File: src/rtl/core/b64le_pkg.sv
// ----------------------------------------------------------------------------
// b64le_pkg
// Shared types and constants for the line-wrapped Base64 encoder.
// ----------------------------------------------------------------------------
package b64le_pkg;

  localparam logic [7:0] CHAR_PAD = 8'h3D;  // '='
  localparam logic [7:0] CHAR_CR  = 8'h0D;
  localparam logic [7:0] CHAR_LF  = 8'h0A;

  localparam int QUEUE_DEPTH = 4;
  localparam int QUEUE_AW    = $clog2(QUEUE_DEPTH);

  // One classified byte: up to four characters to send.
  typedef struct packed {
    logic [3:0][7:0] chars;
    logic [1:0]      last_idx;  // index of the final character of this byte
    logic            msg_end;
  } entry_t;

  // Standard alphabet lookup.
  function automatic logic [7:0] b64_sym(input logic [5:0] v);
    logic [7:0] r;
    if (v < 6'd26) begin
      r = 8'(v) + 8'd65;
    end else if (v < 6'd52) begin
      r = 8'(v) + 8'd71;   // 'a' - 26
    end else if (v < 6'd62) begin
      r = 8'(v) - 8'd4;    // '0' - 52
    end else if (v == 6'd62) begin
      r = 8'h2B;           // '+'
    end else begin
      r = 8'h2F;           // '/'
    end
    return r;
  endfunction

endpackage

File: src/rtl/core/base64_line_wrapped_encoder.sv
// ----------------------------------------------------------------------------
// base64_line_wrapped_encoder
// Streaming Base64 encoder with CR LF after every LINE_CHARS/4 full groups.
// ----------------------------------------------------------------------------
// The first character of a byte passes through the queue and then the output register.
// The back end sends one character per cycle while the receiver takes them; a byte gives
//   1 to 4 characters, about 1.33 on average plus line breaks.
// The front takes a byte every cycle while the 4-entry queue has room.
// Reset (sync, active high) clears group phase, carry bits, line position,
//   the queue and the output valid.
module base64_line_wrapped_encoder #(
  parameter int LINE_CHARS = 76
) (
  input  logic       clk,
  input  logic       rst,
  // byte input channel
  input  logic       in_valid,
  output logic       in_ready,
  input  logic [7:0] data_byte,
  input  logic       message_end,
  // character output channel
  output logic       out_valid,
  input  logic       out_ready,
  output logic [7:0] out_char,
  output logic       run_last,
  output logic       encoded_end
);

  // Front -> queue word: characters for one byte, already classified.
  b64le_pkg::entry_t q_entry;
  b64le_pkg::entry_t q_head;
  logic              q_push;
  logic              q_pop;
  logic              q_full;
  logic              q_empty;

  // Front: tracks phase / carry / line position, builds the character list.
  b64le_front #(
    .LINE_CHARS (LINE_CHARS)
  ) u_front (
    .clk         (clk),
    .rst         (rst),
    .in_valid    (in_valid),
    .in_ready    (in_ready),
    .data_byte   (data_byte),
    .message_end (message_end),
    .q_full      (q_full),
    .q_push      (q_push),
    .q_entry     (q_entry)
  );

  // Decoupling queue so input and output stall independently.
  b64le_fifo u_fifo (
    .clk        (clk),
    .rst        (rst),
    .push       (q_push),
    .push_entry (q_entry),
    .pop        (q_pop),
    .head       (q_head),
    .full       (q_full),
    .empty      (q_empty)
  );

  // Back: serializes characters into the registered output.
  b64le_back u_back (
    .clk         (clk),
    .rst         (rst),
    .head        (q_head),
    .empty       (q_empty),
    .pop         (q_pop),
    .out_valid   (out_valid),
    .out_ready   (out_ready),
    .out_char    (out_char),
    .run_last    (run_last),
    .encoded_end (encoded_end)
  );

endmodule

File: src/rtl/core/b64le_front.sv
// ----------------------------------------------------------------------------
// b64le_front
// Takes bytes, tracks group phase and line position, classifies each byte
// into the characters it produces.
// ----------------------------------------------------------------------------
module b64le_front #(
  parameter int LINE_CHARS = 76
) (
  input  logic                clk,
  input  logic                rst,
  input  logic                in_valid,
  output logic                in_ready,
  input  logic [7:0]          data_byte,
  input  logic                message_end,
  input  logic                q_full,
  output logic                q_push,
  output b64le_pkg::entry_t   q_entry
);

  localparam int GPL = LINE_CHARS / 4;
  localparam int GW  = $clog2(GPL + 1);

  localparam logic [1:0] PH_0 = 2'd0;
  localparam logic [1:0] PH_1 = 2'd1;
  localparam logic [1:0] PH_2 = 2'd2;

  logic [1:0]    phase, phase_next;
  logic [3:0]    carry, carry_next;
  logic [GW-1:0] groups, groups_next;
  logic          wrap;

  assign in_ready = !q_full;
  assign q_push   = in_valid && in_ready;
  assign wrap     = (groups == GW'(GPL - 1));

  always_comb begin
    q_entry          = '0;
    q_entry.msg_end  = message_end;
    phase_next       = phase;
    carry_next       = carry;
    groups_next      = groups;
    unique case (phase)
      PH_1: begin
        q_entry.chars[0] = b64le_pkg::b64_sym({carry[1:0], data_byte[7:4]});
        carry_next       = data_byte[3:0];
        phase_next       = PH_2;
        if (message_end) begin
          q_entry.chars[1] = b64le_pkg::b64_sym({data_byte[3:0], 2'b00});
          q_entry.chars[2] = b64le_pkg::CHAR_PAD;
          q_entry.last_idx = 2'd2;
        end
      end
      PH_2: begin
        q_entry.chars[0] = b64le_pkg::b64_sym({carry, data_byte[7:6]});
        q_entry.chars[1] = b64le_pkg::b64_sym(data_byte[5:0]);
        q_entry.last_idx = 2'd1;
        carry_next       = 4'd0;
        phase_next       = PH_0;
        if (wrap) begin
          q_entry.chars[2] = b64le_pkg::CHAR_CR;
          q_entry.chars[3] = b64le_pkg::CHAR_LF;
          q_entry.last_idx = 2'd3;
          groups_next      = '0;
        end else begin
          groups_next      = groups + GW'(1);
        end
      end
      default: begin  // phase 0 (and the unused code)
        q_entry.chars[0] = b64le_pkg::b64_sym(data_byte[7:2]);
        carry_next       = {2'b00, data_byte[1:0]};
        phase_next       = PH_1;
        if (message_end) begin
          q_entry.chars[1] = b64le_pkg::b64_sym({data_byte[1:0], 4'b0000});
          q_entry.chars[2] = b64le_pkg::CHAR_PAD;
          q_entry.chars[3] = b64le_pkg::CHAR_PAD;
          q_entry.last_idx = 2'd3;
        end
      end
    endcase
    if (message_end) begin
      phase_next  = PH_0;
      carry_next  = 4'd0;
      groups_next = '0;
    end
  end

  always_ff @(posedge clk) begin
    if (rst) begin
      phase  <= PH_0;
      carry  <= 4'd0;
      groups <= '0;
    end else if (q_push) begin
      phase  <= phase_next;
      carry  <= carry_next;
      groups <= groups_next;
    end
  end

`ifndef ASSERT_OFF
  a_end_clears: assert property (@(posedge clk) disable iff (rst)
    q_push && message_end |=> phase == PH_0 && groups == '0 && carry == 4'd0)
    else $error("state not cleared after message end");
  a_line_bound: assert property (@(posedge clk) disable iff (rst)
    groups < GW'(GPL))
    else $error("line group count out of range");
`endif

endmodule

File: src/rtl/core/b64le_fifo.sv
// ----------------------------------------------------------------------------
// b64le_fifo
// Short queue of classified bytes between front and back.
// ----------------------------------------------------------------------------
module b64le_fifo (
  input  logic              clk,
  input  logic              rst,
  input  logic              push,
  input  b64le_pkg::entry_t push_entry,
  input  logic              pop,
  output b64le_pkg::entry_t head,
  output logic              full,
  output logic              empty
);

  localparam int AW = b64le_pkg::QUEUE_AW;

  b64le_pkg::entry_t mem [b64le_pkg::QUEUE_DEPTH];
  logic [AW-1:0]     wr_ptr;
  logic [AW-1:0]     rd_ptr;
  logic [AW:0]       count;

  assign full  = (count == (AW + 1)'(b64le_pkg::QUEUE_DEPTH));
  assign empty = (count == '0);
  assign head  = mem[rd_ptr];

  always_ff @(posedge clk) begin
    if (push) begin
      mem[wr_ptr] <= push_entry;
    end
  end

  always_ff @(posedge clk) begin
    if (rst) begin
      wr_ptr <= '0;
      rd_ptr <= '0;
      count  <= '0;
    end else begin
      if (push) begin
        wr_ptr <= wr_ptr + AW'(1);
      end
      if (pop) begin
        rd_ptr <= rd_ptr + AW'(1);
      end
      if (push && !pop) begin
        count <= count + (AW + 1)'(1);
      end else if (pop && !push) begin
        count <= count - (AW + 1)'(1);
      end
    end
  end

`ifndef ASSERT_OFF
  a_no_overflow: assert property (@(posedge clk) disable iff (rst)
    full |-> !push)
    else $error("push into full queue");
  a_no_underflow: assert property (@(posedge clk) disable iff (rst)
    empty |-> !pop)
    else $error("pop from empty queue");
`endif

endmodule

File: src/rtl/core/b64le_back.sv
// ----------------------------------------------------------------------------
// b64le_back
// Walks the head entry into the output register one character per cycle while that register is free or taken.
// ----------------------------------------------------------------------------
module b64le_back (
  input  logic              clk,
  input  logic              rst,
  input  b64le_pkg::entry_t head,
  input  logic              empty,
  output logic              pop,
  output logic              out_valid,
  input  logic              out_ready,
  output logic [7:0]        out_char,
  output logic              run_last,
  output logic              encoded_end
);

  logic [1:0] idx;
  logic       load;
  logic       at_last;

  assign load    = !empty && (!out_valid || out_ready);
  assign at_last = (idx == head.last_idx);
  assign pop     = load && at_last;

  always_ff @(posedge clk) begin
    if (rst) begin
      out_valid <= 1'b0;
      idx       <= 2'd0;
    end else begin
      if (load) begin
        out_valid <= 1'b1;
        idx       <= at_last ? 2'd0 : idx + 2'd1;
      end else if (out_ready) begin
        out_valid <= 1'b0;
      end
    end
  end

  always_ff @(posedge clk) begin
    if (load) begin
      out_char    <= head.chars[idx];
      run_last    <= at_last;
      encoded_end <= at_last && head.msg_end;
    end
  end

`ifndef ASSERT_OFF
  a_end_is_run_last: assert property (@(posedge clk) disable iff (rst)
    out_valid && encoded_end |-> run_last)
    else $error("encoded_end without run_last");
  a_idx_bound: assert property (@(posedge clk) disable iff (rst)
    !empty |-> idx <= head.last_idx)
    else $error("character index past end of entry");
`endif

endmodule

File: config.mk
export PLATFORM = sky130hd
export DESIGN_NAME = base64_line_wrapped_encoder
export DESIGN_NICKNAME = d
export VERILOG_FILES = /design/src/rtl/core/b64le_pkg.sv /design/src/rtl/core/base64_line_wrapped_encoder.sv /design/src/rtl/core/b64le_front.sv /design/src/rtl/core/b64le_fifo.sv /design/src/rtl/core/b64le_back.sv
export SDC_FILE = /design/constraint.sdc
export NUM_CORES = 1
export LEC_CHECK = 0
export ABC_AREA = 1
export BUFFER_PORTS_ARGS = -buffer_cell sky130_fd_sc_hd__buf_2
export CAP_MARGIN = 25
export CORE_UTILIZATION = 30
export CTS_CLUSTER_SIZE = 12
export DETAILED_ROUTE_END_ITERATION = 7
export PLACE_DENSITY = 0.49
export SYNTH_ARGS = -nofsm -noshare
export SYNTH_HDL_FRONTEND = slang
export SYNTH_SLANG_ARGS = --single-unit
export TNS_END_PERCENT = 5
File: constraint.sdc
create_clock -name clk -period 2.61 [get_ports clk]
set_input_delay 0.261 -clock clk [delete_from_list [all_inputs] [get_ports clk]]
set_output_delay 0.261 -clock clk [all_outputs]
set_load 0.05 [all_outputs]
Word-level counts from Yosys, hierarchy flattened

Memory sizes are Yosys's and may differ from the RTL's. A register that Yosys moved wholly into a read port is not among the register bits.
Index checks and enable logic that the tools add are counted.

Reductions and logical operators: 17
Bitwise operators: 0
Equal/unequal tests: 9
Multipliers: 0
Shifts and indexed selects: 0
Mux-type cells: 48
Order comparisons: 19
Add/subtract/negate cells: 24
Divide/modulo/power cells: 0

Operators by type and width:

| kind                                               | count |
|---|---|
| 2-to-1 mux 8 bit                                   | 19 |
| adder 6 x 7 -> 8 bit, second input constant        | 12 |
| < comparator 6 bit, second input constant          | 12 |
| one-hot mux 26 bit (2 select lines)                | 1 |
| subtractor 6 x 3 -> 7 bit, second input constant   | 6 |
| < comparator 6 x 5 -> 1 bit, second input constant | 6 |
| == test 6 bit, second input constant               | 4 |
| 2-to-1 mux 22 bit                                  | 1 |
| 2-to-1 mux 3 bit                                   | 6 |
| binary-select mux 8 bit (select 2 bit)             | 1 |
| 2-to-1 mux 5 bit                                   | 3 |
| 2-to-1 mux 14 bit                                  | 1 |
| 2-to-1 mux 2 bit                                   | 7 |
| 2-to-1 mux 12 bit                                  | 1 |
| one-hot mux 6 bit (2 select lines)                 | 1 |
| one-hot mux 4 bit (2 select lines)                 | 1 |
| adder 2 x 1 -> 2 bit, second input constant        | 3 |
| logical AND 1 bit                                  | 6 |
| nonzero test 2 bit                                 | 3 |
| adder 5 x 1 -> 5 bit, second input constant        | 1 |
| == test 5 bit, second input constant               | 1 |
| zero test 1 bit                                    | 5 |
| 2-to-1 mux 1 bit                                   | 4 |
| 2-to-1 mux 4 bit                                   | 1 |
| 11 further kinds                                   | 11 |

Bits in writable memories: 132
Bits in latches: 0
Word-level logic and storage cells: 129
Memories: 1
Input bits: 13
Bits in read-only memories: 0
Output and inout port bits: 12
Register bits after elaboration: 31

Memory list:

| memory     | words | width | read ports | clocked after memory_dff | wr ports | RTL line         | text |
|---|---|---|---|---|---|---|---|
| u_fifo.mem | 4     | 33    | 1          | 1                        | 1        | b64le_fifo.sv:18 | `b64le_pkg::entry_t mem [b64le_pkg::QUEUE_DEPTH];` |

Longest topological paths before layout

Gate-level depths: netlist of the first run.

Depth in word-level cells: 7
Mapped depth: 15
Depth with buffers taken out: 15

Cells and area by module

A second synthesis of the first run with hierarchy kept.

Cell total of the unflattened synthesis: 953
Area total of the unflattened synthesis: 9090.0 um2

By module, submodules not included:

| module      | seq. area each (um2) | times used | cells each | area each (um2) |
|---|---|---|---|---|
| b64le_fifo  | 4384.2               | 1          | 396        | 5622.9 |
| b64le_front | 220.2                | 1          | 468        | 2706.3 |
| b64le_back  | 360.3                | 1          | 89         | 760.7 |

Worst setup path after synthesis of the first run

No wires, ideal clock.

Path kind: reg2reg
Start point: reg u_fifo.count[0]
End point: mem u_fifo.mem[0][0] (netlist bit) (enable)
Period minus slack after synthesis: 2.471 ns
Buffers on the path: 1
Slack: 0.139 ns
Data required time: 2.207 ns
Data arrival time: 2.068 ns
Library setup time: 0.403 ns
Stages on the path, launching flop included: 6
Path through: dfxtp_1 inv_1 nand3_2 nand2_2 buf_2 nor2_1

Word-level cells in the longest chain between the ends: 5

RTL lines:

| item                                   | RTL line                          | text |
|---|---|---|
| start: declaration                     | b64le_fifo.sv:21                  | `logic [AW:0] count;` |
| start signal: assignment               | b64le_fifo.sv:46                  | `count <= count + (AW + 1)'(1);` |
| start signal: assignment               | b64le_fifo.sv:48                  | `count <= count - (AW + 1)'(1);` |
| == test 3 bit                          | b64le_fifo.sv:23                  | `assign full = (count == (AW + 1)'(b64le_pkg::QUEUE_DEPTH));` |
| zero test 1 bit                        | b64le_front.sv:32                 | `assign in_ready = !q_full;` |
| net in_ready                           | base64_line_wrapped_encoder.sv:18 | `output logic in_ready,` |
| logical AND 1 bit                      | b64le_front.sv:33                 | `assign q_push = in_valid && in_ready;` |
| 2-to-1 mux 1 bit                       | b64le_fifo.sv:28                  | `if (push) begin` |
| 2-to-1 mux 1 bit (not written as such) | b64le_fifo.sv:29                  | `mem[wr_ptr] <= push_entry;` |
| end: declaration                       | b64le_fifo.sv:18                  |  |

The timed path passes the listed nets, and every way through them passes these cells.

==> results of run 1 <==
==> metal layers <==
metal	vias up	share of wire [%]
met5	-	0
met4	0	1.6
met3	21	4.1
met2	128	46
met1	2666	48
li1	2824	-
==> stage by stage <==
stage                     utilization [%]  area (um2)  hold slack [ps]  total power (W)
after floorplan                         -        7030              330          0.00459
after global placement               33.3        7580              475          0.00536
after detailed placement             33.3        7580              479          0.00535
after CTS                            35.6        8120              118          0.00747
after global routing                 35.6        8120              139          0.00785
final                                35.6        8120              117          0.00739
==> report_power, final <==
group / leakage [nW] / internal (W) / total (W) / switching (W)
sequential: 1.14 / 0.00263 / 0.00274 / 0.000111
combinational: 1.80 / 0.000721 / 0.00255 / 0.00183
clock: 0.248 / 0.00128 / 0.00210 / 0.000825
==> state kept, by name, indices dropped and copies added, names as in the netlist, named ones only <==
signal              flops
u_front.phase           2
u_fifo.rd_ptr           2
u_front.groups          5
u_back.run_last         1
u_fifo.count            3
u_front.carry           4
u_fifo.mem             92
u_back.out_valid        1
u_back.out_char         8
u_back.encoded_end      1
u_back.idx              2
u_fifo.wr_ptr           2
==> cell usage in the layout (no fill, tap or decap), drive strengths merged, types with 2 or more instances in the layout <==
cell type | Yosys | final
nor3 | 8 | 8
o221ai | 8 | 8
o21ai | 81 | 81
buf | 21 | 51
clkbuf | 9 | 17
edfxtp | 102 | 102
ha | 28 | 28
a31oi | 3 | 3
o22ai | 11 | 11
xnor2 | 2 | 2
nand4 | 9 | 9
xor2 | 13 | 13
nand3 | 67 | 67
a21oi | 35 | 35
inv | 78 | 78
nor2 | 93 | 93
dfxtp | 23 | 23
clkinvlp | 0 | 5
o211ai | 15 | 15
clkinv | 2 | 11
or2 | 2 | 2
nand2 | 183 | 183
==> cell usage after synthesis, types with 2 or more instances <==
library cell	instances	share of area (%)
inv_2	18	0.96
clkbuf_1	9	0.48
or2_0	2	0.18
nand2_1	175	9.3
buf_4	5	0.53
a31oi_1	2	0.18
a21oi_2	2	0.25
ha_1	28	5.0
inv_1	60	3.2
o221ai_1	8	1.0
nor3_1	8	0.57
o211ai_1	14	1.5
o21ai_1	6	0.43
a21oi_1	32	2.3
edfxtp_1	102	44
buf_6	3	0.48
buf_2	13	0.93
nor2_4	8	1.3
o21ai_0	75	5.3
nand4_1	9	0.80
xnor2_1	2	0.25
nand3_2	3	0.43
nand2_2	8	0.71
nand3_1	63	4.5
xor2_1	13	1.6
nor2_1	85	4.5
o22ai_1	11	0.98
dfxtp_1	23	6.5
==> cell type report <==
class | instances | area (um2) | share of cell area (%)
clock inverter | 15 | 106 | 1.31
timing repair buffer | 51 | 323 | 3.98
sequential | 125 | 3520 | 43.4
inverter | 80 | 302 | 3.72
multi-input combinational | 566 | 3050 | 37.5
clock buffer | 17 | 425 | 5.24
tap | 313 | 392 | 4.83
==> cell families (layout without fill, tap and decap cells) <==
logic type | after synthesis | after routing
adder cells (fa/ha/maj) | 29 | 29
buffers and inverters | 110 | 163
AND/OR/NAND/NOR | 363 | 363
XOR/XNOR | 15 | 15
flip-flops | 125 | 125
AO/OA/AOI/OAI | 159 | 159
==> worst paths after layout <==
| path | from | endpoint | slack, ps |
|---|---|---|---|
| worst max register to register | u_front.carry[1] | u_fifo.mem[1][5] | 430 |
| worst min register to register | u_front.groups[0] | u_front.groups[0] | 480 |
| worst max-delay path | u_front.carry[1] | u_fifo.mem[1][5] | 430 |
| worst min-delay path | rst | u_front.carry[2] | 120 |
==> flow_metrics.tcl, run 1 <==
set metrics [dict create \
    synth-edff-count 102 \
    cp-start-kind "flop" \
    endpoint_kind "flop" \
    clock_latency_ps 410 \
    ir_worst_vdd_mv 0.468 \
    cpPeakStageDelay_ps 490 \
    layout.cells.non_filler 1167 \
    finalHoldViolCount 0 \
    dr.first_iter.drc_count 344 \
    use_met1_pct 21.7 \
    path_common_cell "nand2_1" \
    tritoncts "yes" \
    cts_sinks 125 \
    ys_seq_elements 125 \
    overflow 0 \
    htree_levels 4 \
    critical_path_required_ps 2730 \
    dp.cells 1135 \
    crit_family "simple AND/OR/NAND/NOR gates" \
    drv_cap 0 \
    synth_fa_ha_area_share_pct 5.27 \
    start_util_pct 30.9 \
    relSlewSlack_pct 61.3 \
    status "finished clean" \
    wl_per_cell_um 15.7 \
    grt_pass1_wl_um 29500 \
    die_height_um 155 \
    die_x_um 155 \
    min_path_type "in -> reg" \
    nNetsFinal 883 \
    clk_path_buf_depth 2 \
    drive_gt1_share_pct 14.8 \
    synthesis.nets 843 \
    detailedPlace.worstSlack_ps 395 \
    finalCriticalPeriod_ps 2180 \
    slowest_stage "dfxtp_1" \
    diodes 0 \
    grt_start_max_net_pins 37 \
    path_clk_slew_ps 60 \
    synth_warnings 0 \
    drv_slew 0 \
    gp_congestion 0.861 \
    netlist_area_um2 7030 \
    grt_use_met3_pct 2.67 \
    worstPathBufferInverterCount 1 \
    async_flop_share_pct 0 \
    syn_to_final_growth_pct 15.4 \
    wl_um 18300 \
    ys.flop_type "edfxtp_1" \
    clock_skew_ps 6.61 \
    cp_max_fo 9 \
    fmaxAchievable_mhz 459 \
    yosys.area_share.simple_pct 22.7 \
    busiest_layer "met2" \
    synth_top_family_by_area "simple AND/OR/NAND/NOR gates" \
    rsz0062_at_grt "no" \
    cts_hold_buf 0 \
    grt_pass1_vias 5355 \
    power_leakage_nw 3.19 \
    port_buffers 24 \
    finalSetupViolCount 0 \
    viasPerCell 4.83 \
    antenna_found_initial 0 \
    use_met2_pct 25.9 \
    coreArea_um2 22800 \
    syn_avg_cell_area_um2 8.78 \
    first_pass_iters 6 \
    min_path_cells 2 \
    fp.dieArea_um2 24100 \
    synth-compound-area-share_pct 13.3 \
    synth_xor_xnor_area_share_pct 1.87 \
    powerDensity_nw_per_um2 911 \
    cts_buffers 17 \
    ant_nets 0 \
    cts_root_buffer "clkbuf_16" \
    nFillCells 2360 \
    drcViolationCount 0 \
    synthMuxAreaShare_pct 0 \
    path_depth 10 \
    rows 55 \
    dp_hpwl_um 13200 \
    reg2reg_depth 10 \
    seq_area_frac_synth_pct 50.1 \
    tightestPinTransition_ps 574 \
    syn_inst 801 \
    cts.repair.resized 0 \
    fin_crit_sh_pct 83.5 \
    grtUsageTotal_pct 16.1 \
    vias 5639 \
    arrival_ps 2300 \
    path_cells "inv_1 > ha_1 > nor2_4 > nand2_1 > o22ai_1 > nand2_1 > nand2_1 > nand2_1 > nand2_1 > nand2_1" \
    num_io_pins 25 \
    fin_ws_ps 430 \
    setup_tns_ps 0 \
    yosysUniqueCellTypes 42 \
    cts_setup_buffers 0 \
    path_class "reg -> reg" \
]
No activity file was read; power rests on OpenSTA's default activity.
==> run 2, diff against run 1 <==
Clock period 2.61 ns to 2.2 ns, I/O delays scaled along.
==> flow_metrics.tcl, run 2 (synthesized netlist as in run 1, its figures left out) <==
set metrics [dict create \
    grt_pass1_vias 5597 \
    dp_hpwl_um 13600 \
    power_leakage_nw 3.34 \
    reg.largest.list "u_fifo.mem: 92 flops, u_back.out_char: 8 flops, u_front.groups: 5 flops" \
    path_clk_slew_ps 60 \
    fp.dieArea_um2 24100 \
    tightestPinTransition_ps 464 \
    path_common_cell "nand2_1" \
    dp.cells 1162 \
    ir_worst_vdd_mv 0.525 \
    endpoint_kind "flop" \
    path_class "reg -> reg" \
    cts_root_buffer "clkbuf_16" \
    finalHoldViolCount 0 \
    crit_family "simple AND/OR/NAND/NOR gates" \
    vias 5660 \
    first_pass_iters 5 \
    arrival_ps 2120 \
    rsz0062_at_grt "no" \
    cp_max_fo 7 \
    num_io_pins 25 \
    layout.cells.non_filler 1192 \
    relSlewSlack_pct 69.0 \
    grtUsageTotal_pct 16.6 \
    worstPathBufferInverterCount 2 \
    nNetsFinal 910 \
    regArea_um2 3530 \
    fmaxAchievable_mhz 497 \
    largest_reg_flops 92 \
    path_cells "ha_1 > buf_4 > a21oi_2 > nand2_1 > o21ai_0 > inv_1 > nand2_1 > nand2_1 > nand2_1 > nand2_1" \
    min_path_type "in -> reg" \
    overflow 0 \
    drv_cap 0 \
    top_register "u_fifo.mem" \
    drive_gt1_share_pct 17.3 \
    slowest_stage "dfxtp_1" \
    die_height_um 155 \
    final_util_pct 36.6 \
    die_x_um 155 \
    multi_input_area_um2 3050 \
    finalPower_w 0.00880 \
    gp_congestion 0.890 \
    wl_um 18900 \
    cpPeakStageDelay_ps 320 \
    port_buffers 24 \
    grt_pass1_wl_um 30200 \
    cts_setup_buffers 0 \
    drcViolationCount 0 \
    fin_ws_ps 189 \
    finalCriticalPeriod_ps 2010 \
    clock_skew_ps 11.1 \
    wl_per_cell_um 15.8 \
    cts_sinks 125 \
    reg2reg_slack_ps 190 \
    start_util_pct 30.9 \
    clk_path_buf_depth 2 \
    setup_tns_ps 0 \
    dr.first_iter.drc_count 382 \
    syn_to_final_growth_pct 18.7 \
    coreArea_um2 22800 \
    fin_crit_sh_pct 91.4 \
    drv_slew 0 \
    clock_latency_ps 410 \
    cts_buffers 17 \
    final_cell_mix "175 x nand2_1, 102 x edfxtp_1, 81 x nor2_1" \
    critical_path_required_ps 2310 \
    powerDensity_nw_per_um2 1050 \
    tritoncts "yes" \
    grt_start_max_net_pins 34 \
    ant_nets 0 \
    diodes 0 \
    cp-start-kind "flop" \
    detailedPlace.worstSlack_ps 76.6 \
    rows 55 \
    nFillCells 2371 \
    status "finished clean" \
    antenna_found_initial 0 \
    final_common_cell "nand2_1" \
    viasPerCell 4.75 \
    finalSetupViolCount 0 \
    htree_levels 4 \
]
-- run 2: final cells by class --
class	count	share of cell area, %
flip-flops and latches	125	42.3
multi-input cells	566	36.5
repair buffers	78	6.75
clock buffers	18	5.14
well taps	313	4.69
inverters	80	3.64
clock inverters	12	0.975
-- run 2: report_power, final --
part	switching, W	total (W)	internal, W	leakage (nW)
logic	0.00218	0.00309	0.000912	1.94
clock network	0.000927	0.00243	0.00150	0.252
registers	0.000150	0.00327	0.00312	1.14
-- run 2: through the flow --
stage	hold slack (ps)	instance area, um2
2_1_floorplan	289	7030
3_3_place_gp	476	7830
3_5_place_dp	483	7830
4_1_cts	66.5	8340
5_1_grt	75.5	8340
6_report	72.3	8340
-- run 2: worst paths after layout --
check,from,to,cells past startpoint
max,u_front.carry[0],u_fifo.mem[3][5],10
min reg2reg,u_front.phase[0],u_front.phase[0],2
max reg2reg,u_front.carry[0],u_fifo.mem[3][5],10
min,rst,u_front.carry[3],2
-- run 2: per-layer routing --
metal / GRT usage (%) / part of all wire [%]
met5: 0 / 0
met3: 3.04 / 3.1
met1: 21.9 / 48
met2: 27.4 / 48
met4: 5.04 / 1.0
-- run 2: timing repair --
action | CTS | global route
hold buffers | 0 | 0
setup endpoints to repair | 0 | 2
endpoints found under the hold margin | 0 | 0
gates resized for setup | 0 | 4
